--- src/hdl/rlmc_pkg.sv ---
`timescale 1ns / 1ps
package rlmc_pkg;

  localparam int MaxAct = 5;
  localparam int QDepth = 2;

  localparam logic [1:0] OP_TICK = 2'd0;
  localparam logic [1:0] OP_REQ  = 2'd1;
  localparam logic [1:0] OP_PKT  = 2'd2;

  localparam logic [2:0] M_INIT   = 3'd0;
  localparam logic [2:0] M_OFF    = 3'd1;
  localparam logic [2:0] M_ON     = 3'd2;
  localparam logic [2:0] M_DOCK   = 3'd3;
  localparam logic [2:0] M_CLEAN  = 3'd4;
  localparam logic [2:0] M_WAKEHI = 3'd5;
  localparam logic [2:0] M_WAKELO = 3'd6;

  localparam logic [2:0] R_NONE  = 3'd0;
  localparam logic [2:0] R_OFF   = 3'd1;
  localparam logic [2:0] R_ON    = 3'd2;
  localparam logic [2:0] R_DOCK  = 3'd3;
  localparam logic [2:0] R_CLEAN = 3'd4;
  localparam logic [2:0] R_MAX   = 3'd5;
  localparam logic [2:0] R_RESET = 3'd6;

  localparam logic [3:0] A_START  = 4'd0;
  localparam logic [3:0] A_POWER  = 4'd1;
  localparam logic [3:0] A_CLEAN  = 4'd2;
  localparam logic [3:0] A_MAX    = 4'd3;
  localparam logic [3:0] A_DOCK   = 4'd4;
  localparam logic [3:0] A_RESET  = 4'd5;
  localparam logic [3:0] A_SENSOR = 4'd6;
  localparam logic [3:0] A_WAKEHI = 4'd7;
  localparam logic [3:0] A_WAKELO = 4'd8;
  localparam logic [3:0] A_STATUS = 4'd9;

  localparam logic [1:0] CFG_TIMEOUT = 2'd0;
  localparam logic [1:0] CFG_STEP    = 2'd1;
  localparam logic [1:0] CFG_LIMIT   = 2'd2;

  localparam logic [7:0] TIMEOUT_RST = 8'd5;
  localparam logic [7:0] STEP_RST    = 8'd10;
  localparam logic [7:0] LIMIT_RST   = 8'd150;

  typedef struct packed {
    logic [7:0] reply_timeout_ticks;
    logic [7:0] fault_step;
    logic [7:0] fault_limit;
  } cfg_t;

  typedef struct packed {
    logic [MaxAct-1:0][3:0] acts;
    logic [2:0]             n;
  } act_list_t;

  typedef struct packed {
    act_list_t    cmds;
    logic [2:0]   mode;
    logic         link;
    logic [31:0]  dsum;
    logic [31:0]  asum;
    logic [7:0]   fault;
  } q_entry_t;

  typedef struct packed {
    logic full;
    logic empty;
  } q_status_t;

  function automatic act_list_t push_act(act_list_t l, logic [3:0] a);
    act_list_t r;
    r = l;
    if (r.n < 3'(MaxAct)) begin
      r.acts[r.n] = a;
      r.n = r.n + 3'd1;
    end
    return r;
  endfunction

endpackage

--- src/hdl/rlmc_queue.sv ---
`timescale 1ns / 1ps
module rlmc_queue (
  input  logic               clk,
  input  logic               rst_n,
  input  logic               push,
  input  rlmc_pkg::q_entry_t push_data,
  input  logic               pop,
  output rlmc_pkg::q_entry_t head,
  output rlmc_pkg::q_status_t stat
);
  import rlmc_pkg::*;

  localparam int PtrW = (QDepth > 1) ? $clog2(QDepth) : 1;
  localparam int CntW = $clog2(QDepth + 1);

  q_entry_t          mem_r [QDepth];
  logic [PtrW-1:0]   wr_ptr_r, wr_ptr_nxt;
  logic [PtrW-1:0]   rd_ptr_r, rd_ptr_nxt;
  logic [CntW-1:0]   count_r, count_nxt;

  assign stat.full  = (count_r == CntW'(QDepth));
  assign stat.empty = (count_r == '0);
  assign head       = mem_r[rd_ptr_r];

  always_comb begin
    wr_ptr_nxt = wr_ptr_r;
    rd_ptr_nxt = rd_ptr_r;
    count_nxt  = count_r;
    if (push) begin
      wr_ptr_nxt = (wr_ptr_r == PtrW'(QDepth - 1)) ? '0 : wr_ptr_r + 1'b1;
    end
    if (pop) begin
      rd_ptr_nxt = (rd_ptr_r == PtrW'(QDepth - 1)) ? '0 : rd_ptr_r + 1'b1;
    end
    if (push && !pop) begin
      count_nxt = count_r + 1'b1;
    end else if (pop && !push) begin
      count_nxt = count_r - 1'b1;
    end
  end

  always_ff @(posedge clk) begin
    if (!rst_n) begin
      wr_ptr_r <= '0;
      rd_ptr_r <= '0;
      count_r  <= '0;
    end else begin
      wr_ptr_r <= wr_ptr_nxt;
      rd_ptr_r <= rd_ptr_nxt;
      count_r  <= count_nxt;
    end
  end

  always_ff @(posedge clk) begin
    if (push) begin
      mem_r[wr_ptr_r] <= push_data;
    end
  end

`ifndef ASSERT_OFF
  a_no_overflow: assert property (@(posedge clk) disable iff (!rst_n)
    push |-> (!stat.full || pop))
    else $error("queue push while full");
  a_no_underflow: assert property (@(posedge clk) disable iff (!rst_n)
    pop |-> !stat.empty)
    else $error("queue pop while empty");
`endif

endmodule

--- src/hdl/rlmc_front.sv ---
`timescale 1ns / 1ps
module rlmc_front (
  input  logic                clk,
  input  logic                rst_n,
  input  rlmc_pkg::cfg_t      cfg,
  input  logic                in_valid,
  output logic                in_ready,
  input  logic [1:0]          in_op,
  input  logic [2:0]          in_requested_mode,
  input  logic signed [15:0]  in_distance_delta,
  input  logic signed [15:0]  in_angle_delta,
  input  rlmc_pkg::q_status_t qstat,
  output logic                push,
  output rlmc_pkg::q_entry_t  push_data
);
  import rlmc_pkg::*;

  logic [2:0]  mode_r, mode_nxt;
  logic [2:0]  step_r, step_nxt;
  logic [2:0]  pend_r, pend_nxt;
  logic        aw_r, aw_nxt;
  logic [7:0]  cd_r, cd_nxt;
  logic [7:0]  fault_r, fault_nxt;
  logic        link_r, link_nxt;
  logic        fresh_r, fresh_nxt;
  logic [31:0] dist_r, dist_nxt;
  logic [31:0] ang_r, ang_nxt;

  act_list_t   acts;
  logic [2:0]  p;
  logic [8:0]  fsum;
  logic        po;
  logic        take;

  assign in_ready = !qstat.full;
  assign take     = in_valid && in_ready;
  assign push     = take;

  always_comb begin
    mode_nxt  = mode_r;
    step_nxt  = step_r;
    pend_nxt  = pend_r;
    aw_nxt    = aw_r;
    cd_nxt    = cd_r;
    fault_nxt = fault_r;
    link_nxt  = link_r;
    fresh_nxt = fresh_r;
    dist_nxt  = dist_r;
    ang_nxt   = ang_r;
    acts      = '0;
    p         = pend_r;
    fsum      = '0;
    po        = 1'b0;
    if (take) begin
      case (in_op)
        OP_TICK: begin
          if (cd_nxt != 8'd0) begin
            cd_nxt = cd_nxt - 8'd1;
            if (cd_nxt == 8'd0) begin
              aw_nxt    = 1'b0;
              fsum      = {1'b0, fault_nxt} + {1'b0, cfg.fault_step};
              fault_nxt = fsum[8] ? 8'hFF : fsum[7:0];
            end
          end
          if (p == R_RESET) begin
            acts     = push_act(acts, A_RESET);
            step_nxt = 3'd0;
            pend_nxt = R_NONE;
            mode_nxt = M_ON;
            p        = R_NONE;
          end
          if (fault_nxt >= cfg.fault_limit) begin
            link_nxt = 1'b0;
            acts     = push_act(acts, A_POWER);
            step_nxt = 3'd0;
          end
          case (mode_nxt)
            M_INIT: begin
              case (step_nxt)
                3'd0: begin
                  acts     = push_act(acts, A_START);
                  step_nxt = 3'd1;
                end
                3'd1: begin
                  if (!aw_nxt) begin
                    aw_nxt = 1'b1;
                    cd_nxt = cfg.reply_timeout_ticks;
                    acts   = push_act(acts, A_SENSOR);
                  end
                  fresh_nxt = 1'b0;
                  step_nxt  = 3'd2;
                end
                3'd2, 3'd3, 3'd4: begin
                  step_nxt = step_nxt + 3'd1;
                  if (fresh_nxt) begin
                    step_nxt  = 3'd0;
                    mode_nxt  = M_ON;
                    fault_nxt = 8'd0;
                    link_nxt  = 1'b1;
                  end
                end
                3'd5: po = 1'b1;
                default: ;
              endcase
            end
            M_ON: begin
              if (p == R_ON) begin
                pend_nxt = R_NONE;
              end else if (p == R_OFF) begin
                po = 1'b1;
              end else if (p == R_CLEAN || p == R_MAX || p == R_DOCK) begin
                acts = push_act(acts, (p == R_CLEAN) ? A_CLEAN :
                                      (p == R_MAX) ? A_MAX : A_DOCK);
                step_nxt = 3'd0;
                pend_nxt = R_NONE;
                mode_nxt = (p == R_DOCK) ? M_DOCK : M_CLEAN;
              end
            end
            M_OFF: begin
              if (p == R_OFF) begin
                pend_nxt = R_NONE;
              end else if (p inside {R_ON, R_CLEAN, R_MAX, R_DOCK}) begin
                mode_nxt = M_WAKEHI;
              end
            end
            M_CLEAN: begin
              if (p == R_OFF) begin
                po = 1'b1;
              end else if (p == R_ON) begin
                acts     = push_act(acts, A_CLEAN);
                step_nxt = 3'd0;
                pend_nxt = R_NONE;
                mode_nxt = M_ON;
              end else if (p == R_MAX || p == R_DOCK) begin
                acts     = push_act(acts, (p == R_MAX) ? A_MAX : A_DOCK);
                acts     = push_act(acts, (p == R_MAX) ? A_MAX : A_DOCK);
                step_nxt = 3'd0;
                pend_nxt = R_NONE;
                mode_nxt = (p == R_MAX) ? M_CLEAN : M_DOCK;
              end else if (p == R_CLEAN) begin
                pend_nxt = R_NONE;
              end
            end
            M_DOCK: begin
              if (p == R_OFF) begin
                po = 1'b1;
              end else if (p == R_ON) begin
                acts     = push_act(acts, A_DOCK);
                step_nxt = 3'd0;
                pend_nxt = R_NONE;
                mode_nxt = M_ON;
              end else if (p == R_MAX || p == R_CLEAN) begin
                acts     = push_act(acts, (p == R_MAX) ? A_MAX : A_CLEAN);
                acts     = push_act(acts, (p == R_MAX) ? A_MAX : A_CLEAN);
                step_nxt = 3'd0;
                pend_nxt = R_NONE;
                mode_nxt = M_CLEAN;
              end else if (p == R_DOCK) begin
                pend_nxt = R_NONE;
              end
            end
            M_WAKEHI: begin
              acts     = push_act(acts, A_WAKEHI);
              mode_nxt = M_WAKELO;
            end
            M_WAKELO: begin
              acts     = push_act(acts, A_WAKELO);
              step_nxt = 3'd0;
              mode_nxt = M_INIT;
            end
            default: mode_nxt = M_INIT;
          endcase
          if (po) begin
            link_nxt = 1'b0;
            acts     = push_act(acts, A_POWER);
            step_nxt = 3'd0;
            pend_nxt = R_NONE;
            mode_nxt = M_OFF;
          end
          if (link_nxt) begin
            if (!aw_nxt) begin
              aw_nxt = 1'b1;
              cd_nxt = cfg.reply_timeout_ticks;
              acts   = push_act(acts, A_SENSOR);
            end
          end else begin
            dist_nxt = '0;
            ang_nxt  = '0;
          end
        end
        OP_REQ: begin
          if (mode_r >= M_OFF && mode_r <= M_CLEAN) begin
            pend_nxt = in_requested_mode;
          end else begin
            pend_nxt = R_NONE;
          end
        end
        OP_PKT: begin
          if (aw_r) begin
            dist_nxt  = dist_r - {{16{in_distance_delta[15]}}, in_distance_delta};
            ang_nxt   = ang_r + {{16{in_angle_delta[15]}}, in_angle_delta};
            aw_nxt    = 1'b0;
            cd_nxt    = 8'd0;
            fresh_nxt = 1'b1;
            if (fault_r != 8'd0) begin
              fault_nxt = fault_r - 8'd1;
            end
          end
        end
        default: ;
      endcase
    end
    push_data.cmds  = acts;
    push_data.mode  = mode_nxt;
    push_data.link  = link_nxt;
    push_data.dsum  = dist_nxt;
    push_data.asum  = ang_nxt;
    push_data.fault = fault_nxt;
  end

  always_ff @(posedge clk) begin
    if (!rst_n) begin
      mode_r  <= M_INIT;
      step_r  <= 3'd0;
      pend_r  <= R_NONE;
      aw_r    <= 1'b0;
      cd_r    <= 8'd0;
      fault_r <= 8'd0;
      link_r  <= 1'b0;
      fresh_r <= 1'b0;
      dist_r  <= '0;
      ang_r   <= '0;
    end else begin
      mode_r  <= mode_nxt;
      step_r  <= step_nxt;
      pend_r  <= pend_nxt;
      aw_r    <= aw_nxt;
      cd_r    <= cd_nxt;
      fault_r <= fault_nxt;
      link_r  <= link_nxt;
      fresh_r <= fresh_nxt;
      dist_r  <= dist_nxt;
      ang_r   <= ang_nxt;
    end
  end

`ifndef ASSERT_OFF
  a_countdown_awaits: assert property (@(posedge clk) disable iff (!rst_n)
    (cd_r != 8'd0) |-> aw_r)
    else $error("reply countdown running with no reply awaited");
  a_link_mode: assert property (@(posedge clk) disable iff (!rst_n)
    link_r |-> (mode_r == M_ON || mode_r == M_DOCK || mode_r == M_CLEAN))
    else $error("link up outside an operating mode");
`endif

endmodule

--- src/hdl/rlmc_back.sv ---
`timescale 1ns / 1ps
module rlmc_back (
  input  logic                clk,
  input  logic                rst_n,
  input  rlmc_pkg::q_entry_t  head,
  input  rlmc_pkg::q_status_t qstat,
  output logic                pop,
  output logic                out_valid,
  input  logic                out_ready,
  output logic [3:0]          out_action,
  output logic [2:0]          out_mode,
  output logic                out_link_up,
  output logic signed [31:0]  out_distance_sum,
  output logic signed [31:0]  out_angle_sum,
  output logic [7:0]          out_fault_count,
  output logic                out_last
);
  import rlmc_pkg::*;

  q_entry_t   ent_r, ent_nxt;
  logic       busy_r, busy_nxt;
  logic [2:0] idx_r, idx_nxt;
  logic       at_status;

  assign at_status = (idx_r == ent_r.cmds.n);
  assign pop = !qstat.empty && (!busy_r || (out_ready && at_status));

  always_comb begin
    ent_nxt  = ent_r;
    busy_nxt = busy_r;
    idx_nxt  = idx_r;
    if (pop) begin
      ent_nxt  = head;
      busy_nxt = 1'b1;
      idx_nxt  = 3'd0;
    end else if (busy_r && out_ready) begin
      if (at_status) begin
        busy_nxt = 1'b0;
      end else begin
        idx_nxt = idx_r + 3'd1;
      end
    end
  end

  always_ff @(posedge clk) begin
    if (!rst_n) begin
      busy_r <= 1'b0;
      idx_r  <= 3'd0;
    end else begin
      busy_r <= busy_nxt;
      idx_r  <= idx_nxt;
    end
  end

  always_ff @(posedge clk) begin
    ent_r <= ent_nxt;
  end

  assign out_valid        = busy_r;
  assign out_action       = at_status ? A_STATUS : ent_r.cmds.acts[idx_r];
  assign out_mode         = at_status ? ent_r.mode : 3'd0;
  assign out_link_up      = at_status && ent_r.link;
  assign out_distance_sum = at_status ? ent_r.dsum : 32'sd0;
  assign out_angle_sum    = at_status ? ent_r.asum : 32'sd0;
  assign out_fault_count  = at_status ? ent_r.fault : 8'd0;
  assign out_last         = at_status;

`ifndef ASSERT_OFF
  a_idx_bound: assert property (@(posedge clk) disable iff (!rst_n)
    busy_r |-> (idx_r <= ent_r.cmds.n))
    else $error("result index past status item");
  a_last_status: assert property (@(posedge clk) disable iff (!rst_n)
    (out_valid && out_last) |-> (out_action == A_STATUS))
    else $error("last result is not a status item");
`endif

endmodule

--- src/hdl/robot_link_mode_controller.sv ---
`timescale 1ns / 1ps
// Mode controller for a serial-linked robot. Each accepted input transaction
// (tick, mode request or sensor packet) is processed by the front end in the
// cycle it is accepted and queued, two entries deep, as a list of command
// actions plus one status result. The back end sends one result per cycle
// while out_ready is high; an input that produces k commands yields k + 1
// results (1 to 4) in all. Inputs are accepted every cycle while the queue
// has room. Configuration registers sit at byte addresses 0 (reply
// timeout), 4 (fault step) and 8 (fault limit) and must be written only
// while the block is idle.
module robot_link_mode_controller (
  input  logic                clk,
  input  logic                rst_n,
  input  logic                in_valid,
  output logic                in_ready,
  input  logic [1:0]          in_op,
  input  logic [2:0]          in_requested_mode,
  input  logic signed [15:0]  in_distance_delta,
  input  logic signed [15:0]  in_angle_delta,
  output logic                out_valid,
  input  logic                out_ready,
  output logic [3:0]          out_action,
  output logic [2:0]          out_mode,
  output logic                out_link_up,
  output logic signed [31:0]  out_distance_sum,
  output logic signed [31:0]  out_angle_sum,
  output logic [7:0]          out_fault_count,
  output logic                out_last,
  input  logic                cfg_psel,
  input  logic                cfg_penable,
  input  logic                cfg_pwrite,
  input  logic [3:0]          cfg_paddr,
  input  logic [31:0]         cfg_pwdata,
  output logic [31:0]         cfg_prdata,
  output logic                cfg_pready
);
  import rlmc_pkg::*;

  cfg_t      cfg_r, cfg_nxt;
  logic      cfg_wr;
  logic [1:0] cfg_idx;
  q_status_t qstat;
  q_entry_t  push_data, head;
  logic      push, pop;

  assign cfg_pready = 1'b1;
  assign cfg_idx    = cfg_paddr[3:2];
  assign cfg_wr     = cfg_psel && cfg_penable && cfg_pwrite && cfg_pready;

  always_comb begin
    cfg_nxt = cfg_r;
    if (cfg_wr) begin
      case (cfg_idx)
        CFG_TIMEOUT: cfg_nxt.reply_timeout_ticks = cfg_pwdata[7:0];
        CFG_STEP:    cfg_nxt.fault_step          = cfg_pwdata[7:0];
        CFG_LIMIT:   cfg_nxt.fault_limit         = cfg_pwdata[7:0];
        default: ;
      endcase
    end
  end

  always_comb begin
    case (cfg_idx)
      CFG_TIMEOUT: cfg_prdata = {24'd0, cfg_r.reply_timeout_ticks};
      CFG_STEP:    cfg_prdata = {24'd0, cfg_r.fault_step};
      CFG_LIMIT:   cfg_prdata = {24'd0, cfg_r.fault_limit};
      default:     cfg_prdata = 32'd0;
    endcase
  end

  always_ff @(posedge clk) begin
    if (!rst_n) begin
      cfg_r.reply_timeout_ticks <= TIMEOUT_RST;
      cfg_r.fault_step          <= STEP_RST;
      cfg_r.fault_limit         <= LIMIT_RST;
    end else begin
      cfg_r <= cfg_nxt;
    end
  end

  rlmc_front u_front (
    .clk               (clk),
    .rst_n             (rst_n),
    .cfg               (cfg_r),
    .in_valid          (in_valid),
    .in_ready          (in_ready),
    .in_op             (in_op),
    .in_requested_mode (in_requested_mode),
    .in_distance_delta (in_distance_delta),
    .in_angle_delta    (in_angle_delta),
    .qstat             (qstat),
    .push              (push),
    .push_data         (push_data)
  );

  rlmc_queue u_queue (
    .clk       (clk),
    .rst_n     (rst_n),
    .push      (push),
    .push_data (push_data),
    .pop       (pop),
    .head      (head),
    .stat      (qstat)
  );

  rlmc_back u_back (
    .clk              (clk),
    .rst_n            (rst_n),
    .head             (head),
    .qstat            (qstat),
    .pop              (pop),
    .out_valid        (out_valid),
    .out_ready        (out_ready),
    .out_action       (out_action),
    .out_mode         (out_mode),
    .out_link_up      (out_link_up),
    .out_distance_sum (out_distance_sum),
    .out_angle_sum    (out_angle_sum),
    .out_fault_count  (out_fault_count),
    .out_last         (out_last)
  );

endmodule

--- config.mk ---
export PLATFORM = sky130hd
export DESIGN_NAME = robot_link_mode_controller
export DESIGN_NICKNAME = d
export VERILOG_FILES = /design/src/hdl/rlmc_pkg.sv /design/src/hdl/rlmc_queue.sv /design/src/hdl/rlmc_front.sv /design/src/hdl/rlmc_back.sv /design/src/hdl/robot_link_mode_controller.sv
export SDC_FILE = /design/constraint.sdc
export NUM_CORES = 1
export LEC_CHECK = 0
export ABC_AREA = 1
export BUFFER_PORTS_ARGS = -buffer_cell sky130_fd_sc_hd__buf_4
export CAP_MARGIN = 40
export CORE_MARGIN = 2
export CORE_UTILIZATION = 45
export DETAILED_ROUTE_END_ITERATION = 8
export HOLD_SLACK_MARGIN = 0.03
export SLEW_MARGIN = 40
export SYNTH_ARGS = -nofsm -noshare
export SYNTH_HDL_FRONTEND = slang
export SYNTH_HIERARCHICAL = 1
export SYNTH_SLANG_ARGS = --single-unit
--- constraint.sdc ---
create_clock -name clk -period 8.2 [get_ports clk]
set_input_delay 1.64 -clock clk [delete_from_list [all_inputs] [get_ports clk]]
set_output_delay 1.64 -clock clk [all_outputs]
set_load 0.02 [all_outputs]
; ---- Word-level counts from Yosys, hierarchy flattened
; Memories as Yosys holds them, arrays and structs flattened. A register that Yosys moved wholly into a read port is not among the register bits.
; Index checks and enable logic that the tools add are counted.
; Widths: inputs -> output; s select.
[totals]
register_bits = 124
latchBits = 0
mem_bits_rw = 198
rom_bits = 0
in_bits = 80
out_inout_bits = 116
word_cells = 369
memories = 1
[classes]
n_addsub = 17
mul = 0
n_div = 0
n_lt_le_gt_ge = 22
eq_ne = 26
shift = 0
n_mux = 205
bitwise_logic = 28
n_reduce_logical = 52
[mem_list]
columns = name, depth, word_bits, rd, rd_ports_with_merged_regs, write_ports, line
row1 = u_queue.mem_r, 2, 99, 1, 1, 1, rlmc_queue.sv:16  ; q_entry_t mem_r [QDepth];
[ops]
columns = op, count
row1 = $mux 23, 50
row2 = $mux 32, 8
row3 = $mux 3, 55
row4 = $mux 8, 19
row5 = $pmux 23 s6, 1
row6 = $pmux 32 s2, 2
row7 = $bwmux 20, 5
row8 = $and 15x15->15, 5
row9 = $not 15->15, 5
row10 = $demux 4 s3, 6
row11 = $pmux 23 s2, 1
row12 = $mux 4, 9
row13 = $mux 1, 34
row14 = $add 32x32->32, 1
row15 = $pmux 8 s2, 2
row16 = $sub 32x32->32, 1
row17 = $lt 3x4->1 const B, 7
row18 = $or 5x5->5, 5
row19 = $add 3x1->3 const B, 8
row20 = $eq 3x3->1 const B, 8
row21 = $pmux 8 s3, 1
row22 = $ge 3x1->1 const B, 7
row23 = $and 10x10->10, 2
row24 = $and 20x20->20, 1
row25 = other kinds (46), 107

; ---- Longest topological paths before layout
; Gate-level depths: netlist of run 1.
[depth]
depth_word = 59
mapped_depth = 43
depth_no_buf = 43

; ---- Modules after synthesis
; The synthesis of run 1 kept the hierarchy.
[modules_own_cells]
columns = mod, instances, cells_per_inst, area_each_um2, seq_area_each_um2
row1 = rlmc_front, 1, 1797, 10719.0, 1841.8
row2 = rlmc_queue, 1, 343, 7399.6, 6045.8
row3 = rlmc_back, 1, 341, 4031.4, 3052.9
row4 = robot_link_mode_controller, 1, 203, 1325.0, 480.5

; ---- Worst setup path before layout of run 1
; Ideal clock, no wire load.
[synth_path]
kind = input-to-reg
from = in in_valid
to = mem u_queue/mem_r[0][0] (netlist name) (enable)
setup_ps = 558
arrival_ps = 6128
required_ps = 7642
path_slack_ps = 1514
path_stages = 4
path_buffers = 0
path_cell_list = nand2_1 inv_1 inv_1 nor2_1
[synth_via]
elab_chain_len = 3
[synth_lines]
columns = element, line
row1 = start: declaration, robot_link_mode_controller.sv:14  ; input logic in_valid,
row2 = $logic_and 1x1->1, rlmc_front.sv:36  ; assign take = in_valid && in_ready;
row3 = net push, robot_link_mode_controller.sv:44  ; logic push, pop;
row4 = $mux 1, rlmc_queue.sv:55  ; if (push) begin
row5 = $mux 1 (implied by the code), rlmc_queue.sv:56  ; mem_r[wr_ptr_r] <= push_data;
row6 = end: declaration, rlmc_queue.sv:16
; The timed path passes the listed nets, and every way through them passes these cells.

==> summary.txt, run 1 <==
Detailed routing
  – Vias per cell: between 5 and 6
  – Total Routed Length: 58800 um
  – Initial drt markers: 1224
  – Remaining DRCs: 0
  – DR vias: between 15000 and 20000
  – First-pass DRT Iterations: 5
  – Drt wl/cell: about 17 um
  – Post-DRT Antenna Nets: 0

Yosys
  – EDFF count, synth: 297
  – Sequential area share after synthesis: between 40 and 50%
  – Cell area after synthesis: 23480 um2
  – Count of cell types in the netlist: 62
  – Main flop type after synthesis: edfxtp_1
  – Synth Register Bits: 422
  – Yosys warns: 6
  – Share of flip-flops with an asynchronous set or reset: 0%
  – Synthesized netlist cell count: 2684
  – Avg Inst Size Synth: about 9 um2

STA
  – Clock skew: between 0.02 and 0.025 ns
  – Finish-stage setup viols: 0
  – Final-report hold violation count: 0
  – Final TNS setup: 0 ns
  – Slew Viols, Final: 0
  – Max Clk Rate: 0.1541 GHz
  – Unrepaired setup endpoints after global routing: no
  – Final setup margin: 1.709 ns
  – Slew Limit Headroom: around half
  – Min cycle time layout: 6.491 ns
  – Crit share post-route: 79.16%
  – Worst Tran Pin Value: approximately 0.75 ns

Critical path
  – Slowest stage delay, CP: around 0.53 ns
  – CP Capture Type: register
  – Startpoint Class: register
  – Arr. time, crit path: just under 7 ns
  – Crit path max fanout: 11
  – Cell mode on critical path: nand2_1
  – Critical path class: reg2reg
  – Worst Path Required: 8.50 ns
  – Slowest CP cell: ha_1

Floorplanning
  – Die Y: 232.4 um
  – Die Footprint: between 50000 and 60000 um2
  – Die width: around 230 um
  – Rows: 83
  – Core area: 51410 um2
  – Starting Density: between 40% and 50%
  – # IOs: a little under 200

Placed design
  – Placed Area: 25140 um2
  – Post-place setup slack: 1.750 ns
  – Gpl congestion: 0.9420
  – DPL Wire Length: 41750 um
  – Port bufs: 144

Finish
  – Nets: 2996
  – Fraction of layout cells with a size suffix above 1: 14.39%
  – Fillcell total: 4803
  – Number of diodes: 0
  – Layout area overhead: 13.19%
  – Design area: 26570 um2

Global routing
  – Grt total ovfl: 0
  – GRT Overall Usage: 21.70%
  – First-pass GRT wire length: roughly 94000 um
  – Initial antenna violation count: 0
  – Largest net degree at the start of global routing: 91
  – Vias in the first global route: ~18000

CTS
  – CTS root buffer: clkbuf_16
  – Post-CTS setup buffer count: 0
  – CTS sink cnt: 422
  – Maximum clock path buffer count: 3
  – Cts-stage hold buffer count: 0
  – CTS tree: done
  – Post_cts resized: 0
  – H-tree depth: 2
  – TritonCTS Buffers: 44
  – Clock transition time at the flip-flop clock pins of the worst setup and hold paths: 0.06 ns
  – Clk_lat worst skew: between 0.5 and 0.6 ns

Run status
  – Outcome: complete, no violations

Min path
  – Hold Crit Class: reg2reg

Pwr
  – Peak VDD IR: 0.1459 mV
  – Power Dens Cells: ~250 nW/um2
  – Design Power: 6.570 mW
  – Cell leakage power: 11.59 nW

Flow run
  – Max-cap viol count: 0
-- stage by stage --
stage,hold slack [ns],utilization (%),std cells
global placement,0.4538,48.76,3445
detailed placement,0.4639,48.91,3449
global route,0.4999,51.69,3529
floorplan,0.4454,-,2707
CTS,0.4730,51.68,3529
finish,0.4729,51.69,3529
-- synth_stat cells, types with 21 or more instances --
cell type | n | area (um2)
nor3_1 | 21 | 105.1
clkbuf_1 | 37 | 138.9
inv_1 | 301 | 1130
nand4_1 | 22 | 137.6
buf_2 | 24 | 120.1
a21oi_1 | 219 | 1096
ha_1 | 98 | 1226
buf_4 | 33 | 247.7
inv_2 | 21 | 78.83
o21ai_0 | 117 | 585.6
xor2_1 | 33 | 289.0
nand3_1 | 130 | 650.6
edfxtp_1 | 297 | 8919
mux2_2 | 89 | 1002
o211ai_1 | 34 | 255.2
nand2_1 | 531 | 1993
nor2_1 | 342 | 1284
dfxtp_1 | 125 | 2502
-- layout by cell type, fill, tap and decap left out, types with 5 or more instances in the layout --
| master | instances |
|---|---|
| inv_1 | 299 |
| a21o_1 | 8 |
| nor2_2 | 15 |
| ha_1 | 98 |
| a31oi_1 | 18 |
| nand2_1 | 531 |
| a21oi_1 | 219 |
| and2_1 | 5 |
| nand3_1 | 130 |
| or2_2 | 5 |
| clkinv_1 | 6 |
| o211ai_1 | 34 |
| o22ai_1 | 10 |
| nor2_1 | 340 |
| edfxtp_1 | 297 |
| conb_1 | 26 |
| nand3b_1 | 5 |
| nor3_1 | 21 |
| xor2_1 | 33 |
| inv_2 | 21 |
| buf_4 | 156 |
| clkbuf_1 | 15 |
| clkbuf_8 | 8 |
| o21ai_0 | 117 |
| a31o_2 | 6 |
| a2111oi_0 | 6 |
| mux2_4 | 10 |
| dfxtp_1 | 123 |
| xnor2_1 | 15 |
| o21a_1 | 11 |
| nand4_1 | 22 |
| nor2_4 | 9 |
| o221ai_1 | 7 |
| nand2_2 | 12 |
| mux2_2 | 89 |
| o21ai_1 | 9 |
| clkbuf_16 | 44 |
-- path summary, 6_finish.rpt --
kind                                   from                        endpoint  slack, ns  cells past startpoint
max           u_front/fault_r[0]$_SDFF_PN0_  u_queue/mem_r[1][78]$_DFFE_PP_       1.71                     35
min          u_front/step_r[1]$_SDFFE_PN0P_  u_front/step_r[1]$_SDFFE_PN0P_       0.47                      2
max reg2reg   u_front/fault_r[0]$_SDFF_PN0_  u_queue/mem_r[1][78]$_DFFE_PP_       1.71                     35
min reg2reg  u_front/step_r[1]$_SDFFE_PN0P_  u_front/step_r[1]$_SDFFE_PN0P_       0.47                      2
-- power breakdown --
part	switching, mW	leakage, nW	internal (mW)
Sequential	0.142	3.87	2.84
Clock	0.829	0.686	1.15
Combinational	1.04	7.04	0.561
-- layer usage --
layer,global-route usage (%),routed length (um),vias to the layer above
li1,-,-,9293
met1,28.88,26810,8699
met2,37.13,28170,413
met3,2.855,2559,83
met4,5.869,1262,0
met5,0,0,-
-- sequential cells by signal, indices dropped and copies added (netlist names), 2 cells and up, named ones only --
signal / cells
u_queue/count_r: 2
cfg_r: 24
u_queue/mem_r: 198
u_front/fault_r: 8
u_front/dist_r: 32
u_front/pend_r: 3
u_front/ang_r: 32
u_back/ent_r: 99
u_front/step_r: 3
u_back/idx_r: 3
u_front/mode_r: 3
u_front/cd_r: 8
-- cell families after synthesis --
group | after synthesis | synth area share [%]
AO/OA/AOI/OAI | 472 | 11.50
XOR/XNOR | 48 | 1.791
adder cells (fa/ha/maj) | 101 | 5.479
buffers and inverters | 428 | 7.659
flip-flops | 422 | 48.65
multiplexers | 99 | 4.909
other | 3 | 0.04797
AND/OR/NAND/NOR | 1111 | 19.97
-- worst max-delay path: cells and delay by family, from the launching register on --
family	cells	cell delay [ns]
and+or+nand+nor	19	2.05
adders and majority gates	6	1.94
AOI/OAI and AO/OA	6	1.23
buffers and inverters	4	0.62
DFF	1	0.37
-- cell type report --
class | instances | area (um2) | share of cell area, %
sequential | 422 | 11430 | 43.01
timing repair buffer | 163 | 1272 | 4.789
tap | 680 | 850.8 | 3.202
clock inverter | 14 | 170.2 | 0.6404
multi-input combinational | 1857 | 10360 | 38.99
clock buffer | 66 | 1254 | 4.718
inverter | 327 | 1235 | 4.648
Note: power is estimated with default switching activity, not from simulation.
==> run 2, diff against run 1 <==
--- a/config.mk
+++ b/config.mk
@@ -5,13 +5,14 @@
 export SDC_FILE = /design/constraint.sdc
 export NUM_CORES = 1
 export LEC_CHECK = 0
-export ABC_AREA = 1
+export ABC_AREA = 0
 export BUFFER_PORTS_ARGS = -buffer_cell sky130_fd_sc_hd__buf_4
 export CAP_MARGIN = 40
 export CORE_MARGIN = 2
 export CORE_UTILIZATION = 45
 export DETAILED_ROUTE_END_ITERATION = 8
 export HOLD_SLACK_MARGIN = 0.03
+export PLACE_DENSITY = 0.65
 export SLEW_MARGIN = 40
 export SYNTH_ARGS = -nofsm -noshare
 export SYNTH_HDL_FRONTEND = slang
==> constraint.sdc (replaced) <==
create_clock -name clk -period 5.76 [get_ports clk]
set_input_delay 1.152 -clock clk [delete_from_list [all_inputs] [get_ports clk]]
set_output_delay 1.152 -clock clk [all_outputs]
set_load 0.02 [all_outputs]
==> run 2 against run 1 <==
Against the previous run:
- register-to-register slack worse by 1.5 ns
- area after synthesis fell by 2.5%
- cell count decreased by 15%
- clock skew up 0.0035 ns
- utilization increased by 1.5 points
- clock-buffer cell count is 10 lower
- sequential power is 41% higher
- sequential share of layout area is 0.21 points lower
- critical endpoint is now u_queue/mem_r[0][77]$_DFFE_PP_
- largest power group unchanged
- highest routed layer unchanged
==> summary.txt, run 2 <==
Run status
  – Outcome: complete, no violations

Critical path
  – CP Capture Type: register
  – Slowest stage delay, CP: 0.56 ns
  – Slowest CP cell: or4_4
  – Cell mode on critical path: ha_4
  – Crit path max fanout: 7
  – Arr. time, crit path: 5.86 ns
  – Critical path class: reg2reg
  – Worst Path Required: 6.06 ns
  – Startpoint Class: register

STA
  – Clock skew: between 0.02 and 0.03 ns
  – Final-report hold violation count: 0
  – Slew Limit Headroom: 47.00%
  – Finish-stage setup viols: 0
  – Slew Viols, Final: 0
  – Crit share post-route: a little over nine tenths
  – Worst Tran Pin Value: 0.7950 ns
  – Max Clk Rate: 0.1799 GHz
  – Min cycle time layout: 5.559 ns
  – Final setup margin: about 0.2 ns

CTS
  – CTS sink cnt: 422
  – H-tree depth: 2
  – CTS root buffer: clkbuf_16
  – Cts-stage hold buffer count: 0
  – Maximum clock path buffer count: 3
  – Clock transition time at the flip-flop clock pins of the worst setup and hold paths: 0.06 ns
  – CTS tree: done
  – Clk_lat worst skew: 0.58 ns
  – TritonCTS Buffers: 45

Global routing
  – Initial antenna violation count: 0
  – Largest net degree at the start of global routing: 85
  – First-pass GRT wire length: between 80000 and 90000 um
  – Grt total ovfl: 0
  – Vias in the first global route: 16230
  – GRT Overall Usage: 20.97%

Finish
  – Layout area overhead: 16.68%
  – Top flop regs: u_queue/mem_r x198, u_back/ent_r x99
  – Reg area: 11430 um2
  – Max reg flops: between 150 and 200
  – Most frequent cells in the layout: 297 x edfxtp_1, 225 x buf_4, 172 x nand2_1, 150 x and2_1, 119 x dfxtp_1
  – Fillcell total: 4379
  – Design area: 26710 um2
  – Nets: 2455
  – Fraction of layout cells with a size suffix above 1: 21.77%
  – Reg with most FFs: u_queue/mem_r
  – Area occupied by multi-input gates: 10840 um2
  – Most common library cell in the layout ignoring fill and taps: edfxtp_1

Yosys
  – Yosys warns: 6
  – Avg Inst Size Synth: 10.88 um2
  – Share of flip-flops with an asynchronous set or reset: 0%
  – Count of cell types in the netlist: 109
  – Main flop type after synthesis: edfxtp_1
  – Sequential area share after synthesis: 49.90%
  – Top post-synthesis cells by area: edfxtp_1 39%, dfxtp_1 11%, ha_1 5.4%
  – EDFF count, synth: 297
  – Cell area after synthesis: 22890 um2
  – Synthesized netlist cell count: approximately 2100
  – Synth Register Bits: 422
  – Top-count cell post-synth: edfxtp_1
  – Top-area cell type share of the netlist area: 38.96%
  – Synth cell count leaders: 297 x edfxtp_1, 173 x nand2_1, 151 x and2_1
  – Most area-hungry cell type in the Yosys netlist: edfxtp_1

Placed design
  – Gpl congestion: between 0.9 and 1
  – Placed Area: 24880 um2
  – Post-place setup slack: -0.02906 ns
  – Port bufs: between 100 and 150
  – DPL Wire Length: 38470 um

Floorplanning
  – Starting Density: 45.62%
  – Die Y: roughly 230 um
  – Rows: 82
  – Die width: between 200 and 250 um
  – Core area: 50170 um2
  – Die Footprint: 52690 um2
  – # IOs: 196

Detailed routing
  – Drt wl/cell: 18.77 um
  – Vias per cell: approximately 5.6
  – Post-DRT Antenna Nets: 0
  – First-pass DRT Iterations: 6
  – Total Routed Length: 56000 um
  – DR vias: 16800
  – Initial drt markers: 1245
  – Remaining DRCs: 0

Pwr
  – Seq pwr share: 43.5%
  – Share of power burned in the clock network: 31.6%
  – Power Dens Cells: roughly 360 nW/um2
  – Net Sw Power: 2.803 mW
  – Sw Ratio: 28.99%
  – Comb pwr share: between 20% and 30%
  – Design Power: 9.668 mW
  – Pint: roughly 7 mW
  – Peak VDD IR: around 0.26 mV
  – Cell leakage power: 10.36 nW

Flow run
  – Max-cap viol count: 0

Min path
  – Hold Crit Class: reg2reg
-- run 2: cells by family after synthesis --
logic type / after synthesis / synth area share [%]
AOI/OAI and AO/OA: 509 / 14.99
xor gates and xnor gates: 53 / 2.126
adders and majority gates: 101 / 5.619
buffers and inverters: 203 / 4.324
DFF: 422 / 49.90
muxes: 147 / 7.456
other: 3 / 0.04919
and+or+nand+nor: 666 / 15.54
-- run 2: per-stage QoR --
stage / util [%] / instances / setup TNS (ns) / hold WS, ns
final: 53.23 / 2984 / 0 / 0.4690
after global routing: 53.23 / 2983 / -0.1622 / 0.4929
after CTS: 52.79 / 2974 / 0 / 0.4734
after detailed placement: 49.58 / 2888 / -0.05807 / 0.4644
after global placement: 49.53 / 2887 / 0 / 0.4535
after floorplan: - / 2127 / 0 / 0.4406
-- run 2: timing repair --
action,CTS,global route
buffers inserted,2,9
endpoints found under the setup margin,6,103
hold endpoints to repair,0,0
gates resized for setup,4,24
pin swaps,0,12
-- run 2: power by group through the flow --
| stage | combinational, mW | clock (mW) | sequential (mW) |
|---|---|---|---|
| 2_1_floorplan | 1.71 | 0 | 4.19 |
| 3_3_place_gp | 2.30 | 0 | 4.31 |
| 3_5_place_dp | 2.40 | 0 | 4.27 |
| 4_1_cts | 2.42 | 3.13 | 4.21 |
| 5_1_grt | 2.60 | 3.25 | 4.27 |
| 6_report | 2.41 | 3.06 | 4.20 |
-- run 2: layer usage --
layer	up-vias	share of wire, %	GRT usage, %
met5	-	0	0
met4	0	2.8	6.534
met3	107	5.0	3.150
met2	451	47	34.01
met1	8168	45	28.93
li1	8071	-	-
-- run 2: final timing paths --
path                                  startpoint                        endpoint  slack [ns]  cells past startpoint
setup reg to reg    u_front/cd_r[0]$_SDFFE_PN0P_  u_queue/mem_r[0][77]$_DFFE_PP_        0.20                     25
hold reg to reg   u_front/step_r[2]$_SDFFE_PN0P_  u_front/step_r[2]$_SDFFE_PN0P_        0.47                      2
hold / removal    u_front/step_r[2]$_SDFFE_PN0P_  u_front/step_r[2]$_SDFFE_PN0P_        0.47                      2
setup / recovery    u_front/cd_r[0]$_SDFFE_PN0P_  u_queue/mem_r[0][77]$_DFFE_PP_        0.20                     25
-- run 2: worst max-delay path, delay by kind of cell (launching register included) --
| family | cells | cell delay [ns] |
|---|---|---|
| AOI/OAI and AO/OA | 10 | 1.90 |
| buffers and inverters | 4 | 0.36 |
| DFF | 1 | 0.35 |
| muxes | 1 | 0.17 |
| and+or+nand+nor | 6 | 1.55 |
| adders and majority gates | 4 | 0.93 |
-- run 2: final cells by class --
type,count,share of cell area (%)
Clock buffer,56,4.446
Timing Repair Buffer,228,6.516
Clock inverter,28,1.452
Multi-Input combinational cell,1502,40.57
Sequential cell,422,42.80
Inverter,75,1.054
Tap cell,672,3.148
Antenna cell,1,0.009369
